$ cat config.mk
export PLATFORM = sky130hd
export DESIGN_NAME = ir_pulse_distance_decoder_unit
export DESIGN_NICKNAME = d
export VERILOG_FILES = /design/src/sv/irpd_pkg.sv /design/src/sv/ir_pulse_distance_decoder_unit.sv
export SDC_FILE = /design/constraint.sdc
export NUM_CORES = 1
export LEC_CHECK = 0
export ABC_AREA = 1
export BUFFER_PORTS_ARGS = -buffer_cell sky130_fd_sc_hd__clkbuf_2
export CAP_MARGIN = 10
export CORE_MARGIN = 2
export CORE_UTILIZATION = 50
export CTS_CLUSTER_SIZE = 8
export DETAILED_ROUTE_END_ITERATION = 7
export PLACE_DENSITY = 0.71
export SYNTH_ARGS = -nofsm -noshare
export SYNTH_HDL_FRONTEND = slang
export SYNTH_SLANG_ARGS = --single-unit
$ cat constraint.sdc
create_clock -name aclk -period 9.5 [get_ports aclk]
set_input_delay 1.9 -clock aclk [delete_from_list [all_inputs] [get_ports aclk]]
set_output_delay 1.9 -clock aclk [all_outputs]
set_load 0.02 [all_outputs]
$ cat src/sv/irpd_pkg.sv
`timescale 1ns / 1ps
// ---------------------------------------------------------------------------
// irpd_pkg
// Shared types and codes for the IR pulse-distance decoder.
// ---------------------------------------------------------------------------
package irpd_pkg;

    localparam int FIELD_W = 16;
    localparam int COUNT_W = 8;
    localparam int CFG_IDX_W = 3;

    // input item kinds
    typedef enum logic [1:0] {
        KIND_TICK  = 2'd0,
        KIND_EDGE  = 2'd1,
        KIND_FLUSH = 2'd2,
        KIND_NONE  = 2'd3
    } in_kind_t;

    // result kinds
    typedef enum logic [1:0] {
        RES_WORD    = 2'd0,
        RES_ERROR   = 2'd1,
        RES_PARTIAL = 2'd2
    } res_kind_t;

    // configuration register indexes
    localparam logic [CFG_IDX_W-1:0] CFG_MIN_ONE    = 3'd0;
    localparam logic [CFG_IDX_W-1:0] CFG_MAX_ONE    = 3'd1;
    localparam logic [CFG_IDX_W-1:0] CFG_MIN_ZERO   = 3'd2;
    localparam logic [CFG_IDX_W-1:0] CFG_MAX_ZERO   = 3'd3;
    localparam logic [CFG_IDX_W-1:0] CFG_MARK_LEVEL = 3'd4;

    typedef struct packed {
        res_kind_t            kind;
        logic [FIELD_W-1:0]   word_value;
        logic [COUNT_W-1:0]   word_number;
        logic [FIELD_W-1:0]   error_bit_number;
        logic [FIELD_W-1:0]   error_ticks;
        logic [COUNT_W-1:0]   error_number;
    } result_t;

endpackage

$ cat src/sv/ir_pulse_distance_decoder_unit.sv
`timescale 1ns / 1ps
// Results are registered in the output register, or in the skid register
// while m_* is held. One input beat per cycle while the skid is empty; one
// decode pass over state registers feeds the output reg and one-entry skid.
// Reset (aresetn low, synchronous): config registers, decoder state and
// output valids clear to zero.
// ---------------------------------------------------------------------------
// ir_pulse_distance_decoder_unit
// Infrared pulse-distance decoder: tick counting, window classification,
// word assembly, error records and flush.
// ---------------------------------------------------------------------------
module ir_pulse_distance_decoder_unit
    import irpd_pkg::*;
#(
    parameter int WORD_BITS = 16
) (
    input  logic                  aclk,
    input  logic                  aresetn,

    input  logic                  cfg_valid,
    output logic                  cfg_ready,
    input  logic [CFG_IDX_W-1:0]  cfg_index,
    input  logic [FIELD_W-1:0]    cfg_data,

    input  logic                  s_valid,
    output logic                  s_ready,
    input  logic [1:0]            s_kind,
    input  logic                  s_level,

    output logic                  m_valid,
    input  logic                  m_ready,
    output logic [1:0]            m_result_kind,
    output logic [FIELD_W-1:0]    m_word_value,
    output logic [COUNT_W-1:0]    m_word_number,
    output logic [FIELD_W-1:0]    m_error_bit_number,
    output logic [FIELD_W-1:0]    m_error_ticks,
    output logic [COUNT_W-1:0]    m_error_number
);

    localparam int PW = $clog2(WORD_BITS);
    localparam int EXT_W = (WORD_BITS > FIELD_W) ? WORD_BITS : FIELD_W;
    localparam logic [PW-1:0] LAST_POS = PW'(WORD_BITS - 1);

    // configuration
    logic [FIELD_W-1:0] min_one_reg, max_one_reg, min_zero_reg, max_zero_reg;
    logic               mark_level_reg;

    // decoder state
    logic [FIELD_W-1:0]   tick_count_reg,    tick_count_next;
    logic [PW-1:0]        bit_position_reg,  bit_position_next;
    logic [WORD_BITS-1:0] word_accum_reg,    word_accum_next;
    logic [COUNT_W-1:0]   word_counter_reg,  word_counter_next;
    logic [FIELD_W-1:0]   total_bits_reg,    total_bits_next;
    logic [COUNT_W-1:0]   error_counter_reg, error_counter_next;

    // output stage
    logic    out_valid_reg, skid_valid_reg;
    result_t out_reg, skid_reg;

    result_t            res;
    logic               res_valid;
    logic               accept;
    logic               is_one, is_zero;
    logic [PW-1:0]      shift;
    logic [EXT_W-1:0]   accum_ext;
    logic [FIELD_W-1:0] accum_low;

    assign cfg_ready = 1'b1;
    assign s_ready   = !skid_valid_reg;
    assign accept    = s_valid && s_ready;

    assign accum_ext = EXT_W'(word_accum_reg);
    assign accum_low = accum_ext[FIELD_W-1:0];

    assign is_one  = (tick_count_reg >= min_one_reg) && (tick_count_reg <= max_one_reg);
    assign is_zero = (tick_count_reg >= min_zero_reg) && (tick_count_reg <= max_zero_reg);
    assign shift   = LAST_POS - bit_position_reg;

    always_comb begin
        tick_count_next    = tick_count_reg;
        bit_position_next  = bit_position_reg;
        word_accum_next    = word_accum_reg;
        word_counter_next  = word_counter_reg;
        total_bits_next    = total_bits_reg;
        error_counter_next = error_counter_reg;
        res_valid          = 1'b0;
        res                = '0;

        case (in_kind_t'(s_kind))
            KIND_TICK: begin
                if (tick_count_reg != '1) begin
                    tick_count_next = tick_count_reg + 1'b1;
                end
            end
            KIND_FLUSH: begin
                res_valid          = 1'b1;
                res.kind           = RES_PARTIAL;
                res.word_value     = accum_low;
                res.word_number    = word_counter_reg;
                tick_count_next    = '0;
                bit_position_next  = '0;
                word_accum_next    = '0;
                word_counter_next  = '0;
                total_bits_next    = '0;
                error_counter_next = '0;
            end
            KIND_EDGE: begin
                tick_count_next = '0;
                if (s_level == mark_level_reg) begin
                    // out-of-window durations still count as a one
                    if (is_one || !is_zero) begin
                        word_accum_next = word_accum_reg
                                        | (WORD_BITS'(1) << shift);
                    end
                    if (!is_one && !is_zero) begin
                        res_valid            = 1'b1;
                        res.kind             = RES_ERROR;
                        res.error_bit_number = total_bits_reg;
                        res.error_ticks      = tick_count_reg;
                        res.error_number     = error_counter_reg;
                        error_counter_next   = error_counter_reg + 1'b1;
                    end
                end else begin
                    total_bits_next = total_bits_reg + 1'b1;
                    if (bit_position_reg == LAST_POS) begin
                        res_valid         = 1'b1;
                        res.kind          = RES_WORD;
                        res.word_value    = accum_low;
                        res.word_number   = word_counter_reg;
                        word_counter_next = word_counter_reg + 1'b1;
                        bit_position_next = '0;
                        word_accum_next   = '0;
                    end else begin
                        bit_position_next = bit_position_reg + 1'b1;
                    end
                end
            end
            default: begin
            end
        endcase
    end

    always_ff @(posedge aclk) begin
        if (!aresetn) begin
            min_one_reg    <= '0;
            max_one_reg    <= '0;
            min_zero_reg   <= '0;
            max_zero_reg   <= '0;
            mark_level_reg <= 1'b0;
        end else if (cfg_valid && cfg_ready) begin
            case (cfg_index)
                CFG_MIN_ONE:    min_one_reg    <= cfg_data;
                CFG_MAX_ONE:    max_one_reg    <= cfg_data;
                CFG_MIN_ZERO:   min_zero_reg   <= cfg_data;
                CFG_MAX_ZERO:   max_zero_reg   <= cfg_data;
                CFG_MARK_LEVEL: mark_level_reg <= cfg_data[0];
                default: begin
                end
            endcase
        end
    end

    always_ff @(posedge aclk) begin
        if (!aresetn) begin
            tick_count_reg    <= '0;
            bit_position_reg  <= '0;
            word_accum_reg    <= '0;
            word_counter_reg  <= '0;
            total_bits_reg    <= '0;
            error_counter_reg <= '0;
        end else if (accept) begin
            tick_count_reg    <= tick_count_next;
            bit_position_reg  <= bit_position_next;
            word_accum_reg    <= word_accum_next;
            word_counter_reg  <= word_counter_next;
            total_bits_reg    <= total_bits_next;
            error_counter_reg <= error_counter_next;
        end
    end

    // output register with skid: s_ready only drops when the skid is full
    always_ff @(posedge aclk) begin
        if (!aresetn) begin
            out_valid_reg  <= 1'b0;
            skid_valid_reg <= 1'b0;
        end else if (skid_valid_reg) begin
            if (m_ready) begin
                out_reg        <= skid_reg;
                skid_valid_reg <= 1'b0;
            end
        end else if (!out_valid_reg || m_ready) begin
            out_valid_reg <= accept && res_valid;
            if (accept && res_valid) begin
                out_reg <= res;
            end
        end else if (accept && res_valid) begin
            skid_reg       <= res;
            skid_valid_reg <= 1'b1;
        end
    end

    assign m_valid            = out_valid_reg;
    assign m_result_kind      = out_reg.kind;
    assign m_word_value       = out_reg.word_value;
    assign m_word_number      = out_reg.word_number;
    assign m_error_bit_number = out_reg.error_bit_number;
    assign m_error_ticks      = out_reg.error_ticks;
    assign m_error_number     = out_reg.error_number;

endmodule

### Word level (Yosys, flattened, before mapping)

Index checks and enable logic that the tools add are counted.

| storage, ports and cells | value |
|---|---|
| bits of input ports | 27 |
| register bits | 267 |

| cells by class | value |
|---|---|
| reductions and logical operators | 31 |
| $lt $le $gt $ge | 4 |
| equal/unequal tests | 17 |
| mux-type cells | 37 |
| add/sub/neg operators | 6 |
| shift-type cells | 1 |
| bitwise logic cells | 3 |

Operators by type and width:

| operator | number |
|---|---|
| $mux 66 | 4 |
| $mux 40 | 3 |
| $pmux 16 s2 | 3 |
| $mux 16 | 5 |
| $pmux 26 s2 | 1 |
| $mux 24 | 2 |
| $add 16x1->16 const B | 2 |
| $ge 16x16->1 | 2 |
| $le 16x16->1 | 2 |
| $mux 8 | 4 |
| $pmux 8 s2 | 2 |
| $reduce_and 4->1 | 5 |
| $add 8x1->8 const B | 2 |
| $ne 16x16->1 const B | 1 |
| $or 16x16->16 | 1 |
| $shl 1x4->16 const A | 1 |
| $ne 2x2->1 const B | 6 |
| $reduce_and 2->1 | 6 |
| $mux 1 | 9 |
| $mux 4 | 2 |
| $pmux 4 s2 | 1 |
| $reduce_bool 2->1 | 4 |
| $eq 3x2->1 const B | 2 |
| $ne 3x3->1 const B | 2 |
| 17 further kinds | 27 |

### Depth between registers and ports, before layout

Gate-level depths: netlist (run 1).

| depth | value |
|---|---|
| depth after elaboration | 11 |
| mapped depth | 20 |

### Least setup slack after synthesis (run 1)

OpenSTA, ideal clock, no wires.

| path | value |
|---|---|
| kind | input to register |
| start point | input s_kind[1] |
| end point | register out_reg (netlist bit m_error_bit_number[0]), enable pin |
| arrival time | 6282 ps |
| required time | 8988 ps |
| stages | 10 |
| buffers on the path | 2 |
| path slack | 2706 ps |
| setup time | 512 ps |
| cells stage by stage | inv_1 > ha_1 > buf_2 > inv_1 > nor3_1 > nor2_1 > buf_2 > nand2_1 > nand2_1 > a21oi_1 |

| on the way | value |
|---|---|
| word-level cells in the longest chain between the ends | 5 |
| elaborated cells on any way between the ends | 6 |

Ends and longest elaborated chain:

| what | line | text |
|---|---|---|
| start, declared | ir_pulse_distance_decoder_unit.sv:27 | `input logic [1:0] s_kind,` |
| $eq 2x1->1 / $eq 2x2->1 (equally long branches) | ir_pulse_distance_decoder_unit.sv:89 | `case (in_kind_t'(s_kind))` |
| $pmux 1 s2 * | ir_pulse_distance_decoder_unit.sv:89 |  |
| $logic_and 1x1->1 * | ir_pulse_distance_decoder_unit.sv:193 | `if (accept && res_valid) begin` |
| $reduce_bool 2->1 (no source line) * | - |  |
| $reduce_and 4->1 (no source line) * | - |  |
| end signal, assigned | ir_pulse_distance_decoder_unit.sv:188 | `out_reg <= skid_reg;` |
| end signal, assigned | ir_pulse_distance_decoder_unit.sv:194 | `out_reg <= res;` |
| end, declared | ir_pulse_distance_decoder_unit.sv:58 | `result_t out_reg, skid_reg;` |

Mark *: on every way between the ends. The rest lies on a longest branch, timed or not.
A chain may end at the register's enable or synchronous reset.

### Final worst setup path (run 1)

| path | value |
|---|---|
| start point | input s_kind[1] |
| end point | register out_reg (netlist bit m_error_bit_number[13]), enable pin |

Same word-level chain as after synthesis.

==> results of run 1 <==
[stage by stage]
step	hold WS, ns	cells	worst slack [ns]
2_1_floorplan	0.428	1439	2.71
3_3_place_gp	0.446	1811	4.57
3_5_place_dp	0.451	1811	4.46
4_1_cts	0.461	1877	5.00
5_1_grt	0.480	1877	4.68
6_report	0.458	1877	5.00
[power groups by stage]
stage / clock, mW / combinational (mW) / sequential (mW)
after floorplan: 0 / 0.111 / 1.26
after global routing: 1.34 / 0.189 / 1.23
after global placement: 0 / 0.160 / 1.25
after CTS: 1.29 / 0.165 / 1.23
final: 1.27 / 0.164 / 1.23
after detailed placement: 0 / 0.164 / 1.25
[cell type report]
| type | count | area [um^2] |
|---|---|---|
| fill | 2136 | 10100 |
| sequential | 267 | 6670 |
| multi-input combinational | 934 | 4910 |
| clock buffer | 62 | 1060 |
| inverter | 184 | 692 |
| timing repair buffer | 102 | 531 |
| tap | 324 | 405 |
| clock inverter | 4 | 60.1 |
[cells by family (layout without fill, tap and decap cells)]
logic type               after synthesis  count (layout)
XOR/XNOR                              10              10
AO/OA/AOI/OAI                        254             254
buffers and inverters                238             352
other                                  1               1
flip-flops                           267             267
AND/OR/NAND/NOR                      592             592
adder cells (fa/ha/maj)               77              77
[Yosys cell counts, drive strengths merged]
cell    count  area (um^2)
a211oi      8         60.1
a21o        1         7.51
a21oi     153          777
a31oi       1         6.26
and3        1         6.26
buf        15         90.1
clkbuf     39          146
clkinv      1         5.00
conb        1         3.75
dfxtp     135         2700
edfxtp    132         3960
ha         77          963
inv       183          687
nand2     356         1360
nand3      47          245
nand3b      1         7.51
nand4       8         50.1
nor2      110          439
nor3       56          307
nor3b       5         37.5
nor4        6         58.8
o211ai      1         7.51
o21a        3         22.5
o21ai      84          424
o21bai      2         15.0
o31ai       1         7.51
or2         2         12.5
xnor2       1         8.76
xor2        9         78.8
[path summary, 6_finish.rpt]
check	startpoint	end	slack [ns]
worst min-delay path	max_zero_reg[0]	max_zero_reg[0]	0.46
worst min register to register	max_zero_reg[0]	max_zero_reg[0]	0.46
worst max-delay path	s_kind[1]	m_error_bit_number[13]	5.00
worst max register to register	tick_count_reg[13]	m_error_bit_number[13]	5.81
[worst min-delay path, stage by stage (launching register included)]
cell and delay, ns:
dfxtp_1 0.31, inv_1 0.05, a21oi_1 0.05
[per-layer routing]
metal / vias to the layer above / track usage [%] / wire (um)
li1: 4929 / - / -
met1: 4490 / 28.2 / 12500
met2: 247 / 35.8 / 12700
met3: 50 / 4.03 / 1540
met4: 0 / 6.56 / 621
met5: - / 0 / 0
==> out/metrics.cfg, run 1 <==
[layout]
largest_register_ffs=66
num_antenna_cells=0
utilization_pct=58.6
finalInstanceArea_um2=14300
area_growth_pct=14.7
final_nets=1632
final_cell_mix=nand2_1, inv_1, a21oi_1
drive_gt1_share_pct=11.2
final_common_cell=nand2_1

[global_route]
overflow=0
antenna_found_initial=0
grt_max_degree=74
grt_pass1_wl_mm=45.2
grt_pass1_vias=9326
track_usage_pct=21.3

[critical_path]
critPathSlowestCell=a21oi_4
crit_buf_inv=4
path_delay_family=buffers and inverters
reg2reg_depth=11
cp_max_fo=40
required_ns=9.66
worstPathArrival_ns=4.65
worstSetupPathDepth=10
critPathMaxStageDelay_ns=0.69
path_class=in2reg
start_kind=input pin
end_kind=flip-flop
crit_path_cell_trace=clkbuf_2 -> inv_1 -> ha_1 -> inv_1 -> nor3_1 -> nor2_1 -> nand2_1 -> nand2_1 -> a21oi_4 -> buf_4

[drt]
ant_nets=0
drt_iter0_markers=743
wire_per_inst_um=14.6
num_vias=9716
wirelength_mm=27.4
vias_per_cell=5.18
drt_pre_antenna_iters=5
drc=0

[synthesis]
synthSimpleGateAreaFrac_pct=20.2
avgSynthCellArea_um2=8.68
synthCells=1439
synthMuxAreaShare_pct=0
yosys_warnings=0
synth_top_family_by_area=simple AND/OR/NAND/NOR gates
synth-seq-cells=267
synth_fa_ha_area_share_pct=7.71
ys_seq_area_share_pct=53.3
synth_compound_area_share_pct=10.6
synth_xor_area_share_pct=0.701
synth_cell_type_count=46
synth.net_count=1543
netlist_area_um2=12500

[placed_design]
dp_hpwl_mm=18.6
port_buffers=94
gp_congestion=0.865
dpl_cell_area_um2=13200

[timing]
hold_violations=0
fin_setup_tns_ns=0
tightest_slew_ns=1.15
slew_headroom_pct=23.0
setup_viol=0
period_needed_ns=4.50
slew_viol_final=0
finalCritPeriodShare_pct=47.4
rsz0062_at_grt=no
max_freq_mhz=222
fin_skew_ns=0.0161

[clock_tree]
cts_setup_buffers=0
cts_hold_buf=0
clk-insertion-delay-late_ns=0.53
cts_htree_levels=2
clockBufferDepth=3
cts_tree=done
path_clk_slew_ns=0.05
cts_buffers=39
cts.sinks=267
cts_resized=0
cts_root_buf=clkbuf_16

[floorplan]
initial_core_util_pct=51.1
fp.dieH_um=162
core_area_um2=24500
die_w_um=162
rows=57
dieArea_um2=26300
pin_count=96

[power_and_ir_drop]
power.internal_mw=2.03
power_frac_comb_pct=6.2
switchingPower_uw=625
p_sw_share_pct=23.5
power.total_mw=2.66
ir_worst_vdd_uv=172
p_leak_nw=5.72
clkPwrFrac_pct=47.6
p_per_area_nw_per_um2=186
seqPwrFrac_pct=46.2

[worst_hold_path]
hp-class=reg2reg
min_path_cells=2

[outcome]
status=finished, final reports clean

[run]
maxCapViolCount=0

(Power assumes the default switching activity.)
==> run 2: changes to the inputs <==
- clock period: 9.5 -> 4.7 ns (I/O delays scaled with it)
==> out/metrics.cfg, run 2 (synthesis results as in run 1) <==
[outcome]
status=finished, final reports clean

[critical_path]
cp_max_fo=53
critPathSlowestCell=dfxtp_1
required_ns=4.89
path_class=reg2reg
crit_path_frequent_cell=nand2_1
start_kind=flip-flop
r2r_slack_ns=1.51
end_kind=flip-flop
worstPathArrival_ns=3.38
crit_path_cell_trace=ha_1 -> a21oi_1 -> o21ai_0 -> a21oi_1 -> nand3_1 -> nand2_1 -> nand3_1 -> nand2_1 -> nand2_1 -> a21oi_4 -> buf_12
critPathMaxStageDelay_ns=0.57

[floorplan]
die_w_um=162
dieArea_um2=26300
fp.dieH_um=162
pin_count=96
core_area_um2=24500
rows=57
initial_core_util_pct=51.1

[power_and_ir_drop]
ir_worst_vdd_uv=237
p_per_area_nw_per_um2=373
p_leak_nw=5.72

[worst_hold_path]
hp-class=reg2reg

[clock_tree]
cts_resized=0
cts_htree_levels=2
cts_root_buf=clkbuf_16
clk-insertion-delay-late_ns=0.52
clockBufferDepth=3
path_clk_slew_ns=0.05
cts.sinks=267
cts_tree=done
cts_buffers=39
cts_hold_buf=0
cts_setup_buffers=0

[timing]
worst_slack_ns=1.51
fin_skew_ns=0.0173
tightest_slew_ns=0.975
slew_viol_final=0
period_needed_ns=3.19
hold_violations=0
max_freq_mhz=313
finalCritPeriodShare_pct=67.9
slew_headroom_pct=35.0
rsz0062_at_grt=no
fin_setup_tns_ns=0
setup_viol=0

[drt]
top_layer=met4
routed-wl-met2_mm=12.3
drt_iter0_markers=712
wire_per_inst_um=14.6
wl_met1_mm=12.8
ant_nets=0
vias_per_cell=5.17
drt_pre_antenna_iters=5
drc=0
num_vias=9700
wl_met3_mm=1.51
wirelength_mm=27.4

[global_route]
grt_max_degree=71
grt_pass1_vias=9563
overflow=0
antenna_found_initial=0
track_usage_pct=21.5
grt_pass1_wl_mm=46.2

[placed_design]
dpl.cell_count=1813
port_buffers=94
dp_hpwl_mm=18.7
gp_congestion=0.867
dp_slack_ns=1.07

[layout]
final_common_cell=nand2_1
regArea_um2=6670
final_cell_mix=nand2_1, inv_1, a21oi_1
area_growth_pct=14.9
multiInputGateArea_um2=4910
fillerInstances=2160
drive_gt1_share_pct=11.3
fin_cells=1878
largest_register_ffs=66
utilization_pct=58.7
num_antenna_cells=0
final_nets=1634

[run]
maxCapViolCount=0

==> run 2: cell count changes in the layout (fill, tap and decap cells not counted), sizes merged <==
cell    delta
clkinv     -1
buf        +2
==> run 2: per-stage QoR <==
stage	hold slack, ns	total power [mW]	area [um^2]
floorplan	0.428	2.76	12500
global placement	0.443	2.86	13200
detailed placement	0.454	2.86	13200
CTS	0.463	5.41	14400
global route	0.482	5.57	14400
finish	0.458	5.36	14400
==> run 2: routing by layer <==
| layer | vias to the layer above | track usage (%) |
|---|---|---|
| met3 | 56 | 3.98 |
| met2 | 247 | 34.0 |
| met5 | - | 0 |
| met4 | 0 | 7.64 |
| li1 | 4926 | - |
| met1 | 4471 | 29.8 |
==> run 2: worst paths after layout <==
check,end,cells past startpoint,startpoint
min reg2reg,max_one_reg[3],2,max_one_reg[3]
max reg2reg,m_error_ticks[11],11,tick_count_reg[9]
min,max_one_reg[3],2,max_one_reg[3]
max,m_error_ticks[11],11,tick_count_reg[9]
==> run 2: final cells by class <==
cell class	instances	share of cell area (%)
flip-flops and latches	267	46.4
multi-input cells	934	34.2
clock inverters	3	0.226
inverters	184	4.82
well taps	324	2.82
clock buffers	62	7.54
repair buffers	104	3.97
==> run 2: report_power, final <==
part           switching [mW]  internal, mW  total, mW
Clock                   0.972          1.57       2.54
Combinational           0.239        0.0969      0.336
Sequential             0.0178          2.47       2.49
==> run 2: worst max-delay path: cells and delay by family (launching register included) <==
kind | cells | cell delay, ns
simple gates | 5 | 0.62
buf+inv | 1 | 0.32
flops | 1 | 0.57
fa+ha+maj | 1 | 0.33
compound gates | 4 | 0.95
==> run 3: changes to the inputs <==
- ABC_AREA: 1 -> 0
- clock period: 4.7 -> 3 ns (I/O delays scaled with it)
==> out/metrics.cfg, run 3 <==
[outcome]
status=finished, final reports clean

[synthesis]
synth_top_cell_by_area=edfxtp_1
synth_top_area_share_pct=31.0
synthSimpleGateAreaFrac_pct=18.8
synth_top_family_by_area=simple AND/OR/NAND/NOR gates
synth_fa_ha_area_share_pct=7.54
synth.top_cells.by_count=nand2_1, dfxtp_1, edfxtp_1
synthFlopType=dfxtp_1
synthMuxAreaShare_pct=3.01
synthCells=1236
synth_cell_type_count=58
synth.net_count=1340
yosysMostFrequentCell=nand2_1
avgSynthCellArea_um2=10.3
yosys_warnings=0
synth-seq-cells=267
synth_xor_area_share_pct=2.19
synth_edf_count=132
netlist_area_um2=12800
ys_top_cells_by_area=edfxtp_1, dfxtp_1, ha_1, nand2_1, and2_1
synthArstFlopShare_pct=0
synth_compound_area_share_pct=12.0
ys_seq_area_share_pct=52.1

[floorplan]
rows=58
pin_count=96
dieArea_um2=26900
initial_core_util_pct=50.9
die_w_um=164
fp.dieH_um=164
core_area_um2=25100

[timing]
worst_slack_ns=0.0324
hold_violations=0
fin_setup_tns_ns=0
slew_viol_final=0
period_needed_ns=2.97
finalCritPeriodShare_pct=98.9
hold_slack_ns=0.373
tightest_slew_ns=0.813
setup_viol=0
slew_headroom_pct=45.8
fin_skew_ns=0.00842
max_freq_mhz=337

[clock_tree]
cts_tree=done
cts.sinks=267
cts_hold_buf=0
cts_buffers=39
cts_root_buf=clkbuf_16
clk-insertion-delay-late_ns=0.50
cts_htree_levels=2
path_clk_slew_ns=0.05
clockBufferDepth=3

[drt]
drt_pre_antenna_iters=5
drc=0
wirelength_mm=29.7
wire_per_inst_um=17.3
ant_nets=0
num_vias=9315
drt_iter0_markers=499
vias_per_cell=5.42

[critical_path]
end_kind=flip-flop
cp_max_fo=15
r2r_slack_ns=0.03
start_kind=flip-flop
reg2reg_depth=11
worstPathArrival_ns=3.34
reg2reg_to=m_error_bit_number[2]
required_ns=3.37
path_class=reg2reg
r2r-start=tick_count_reg[1]

[power_and_ir_drop]
power.total_mw=8.35
p_leak_nw=5.77
ir_worst_vdd_uv=430
p_per_area_nw_per_um2=546

[global_route]
overflow=0
grt_pass1_vias=9275
track_usage_pct=22.1
antenna_found_initial=0
grt_max_degree=68
grt_pass1_wl_mm=47.1

[placed_design]
gp_congestion=0.874
dp_slack_ns=-0.0339
dp_hpwl_mm=20.1
port_buffers=94
dpl_cell_area_um2=13900

[layout]
finalInstanceArea_um2=15300
final_nets=1471
fillerInstances=2060
area_growth_pct=19.6
final_cell_mix=nand2_1, edfxtp_1, dfxtp_1
largest_register_ffs=66
drive_gt1_share_pct=22.4
num_antenna_cells=0
final_common_cell=nand2_1

[worst_hold_path]
hp-start=cfg_data[3]
min_path_cells=3
hp-class=in2reg
holdPathEnd=max_zero_reg[3]

[run]
maxCapViolCount=0

## run 3: cell count changes after synthesis, sizes merged, moves of 28 or more
cell / previous run / this run
mux2: 0 / 28
and2: 0 / 110
nor2: 110 / 50
a31o: 0 / 38
nor3: 56 / 7
o21ai: 84 / 31
a21boi: 0 / 66
a21oi: 153 / 41
nand2: 356 / 184
inv: 183 / 75
## run 3: cells by family after synthesis
| kind of cell | count (synthesis) |
|---|---|
| compound gates | 214 |
| xor+xnor | 32 |
| fa+ha+maj | 77 |
| buf+inv | 136 |
| flops | 267 |
| mux | 35 |
| other cells | 1 |
| simple gates | 474 |
## run 3: how the worst max path moves through the flow
| stage | startpoint | end | slack, ns | cells after the start |
|---|---|---|---|---|
| after floorplan | tick_count_reg[11] | m_error_bit_number[0] | 0.0007 | 8 |
| after global placement | s_kind[1] | m_word_number[1] | 0.04 | 9 |
| after detailed placement | s_kind[1] | m_word_value[13] | -0.03 | 9 |
| after CTS | tick_count_reg[1] | m_error_ticks[5] | 0.03 | 10 |
| after global routing | tick_count_reg[13] | m_error_bit_number[9] | -0.03 | 10 |
| final | tick_count_reg[1] | m_error_bit_number[2] | 0.03 | 11 |
## run 3: worst max-delay path, stage by stage, from the launching register on
cell       delay [ns]
dfxtp_4          0.37
buf_4            0.14
ha_1             0.19
or3b_1           0.37
o2111ai_1        0.13
a21oi_1          0.11
o31ai_2          0.26
a32oi_2          0.18
buf_4            0.17
buf_4            0.18
nor4_1           0.45
mux2_2           0.27
## run 3: power breakdown
part / total, mW / internal, mW / switching (mW) / leakage [nW]
Sequential: 3.86 / 3.84 / 0.0188 / 2.32
Clock: 3.98 / 2.48 / 1.50 / 0.525
Combinational: 0.515 / 0.187 / 0.328 / 2.93
## run 3: routing by layer
metal / global-route usage, % / routed length, um
met5: 0 / 0
met4: 6.58 / 762
met3: 4.14 / 1390
met2: 39.1 / 14900
met1: 27.3 / 12700
## run 3: timing repair
item                                    4_1_cts  5_1_grt
endpoints found under the setup margin        0      124
endpoints found under the hold margin         0        0
resized for setup                             0       31
setup buffers                                 0        5
## run 3: area by class of cell
class / instances / area [um^2] / share of cell area, %
Inverter: 75 / 282 / 1.84
Clock buffer: 61 / 1060 / 6.92
Multi-Input combinational cell: 833 / 5770 / 37.7
Tap cell: 330 / 413 / 2.70
Timing Repair Buffer: 151 / 1040 / 6.79
Clock inverter: 2 / 38.8 / 0.254
Sequential cell: 267 / 6690 / 43.8
## run 3: metrics by stage
stage / utilization, % / std cells
finish: 60.9 / 1719
detailed placement: 55.3 / 1646
CTS: 59.6 / 1709
global route: 60.9 / 1719
global placement: 55.3 / 1646
floorplan: - / 1236
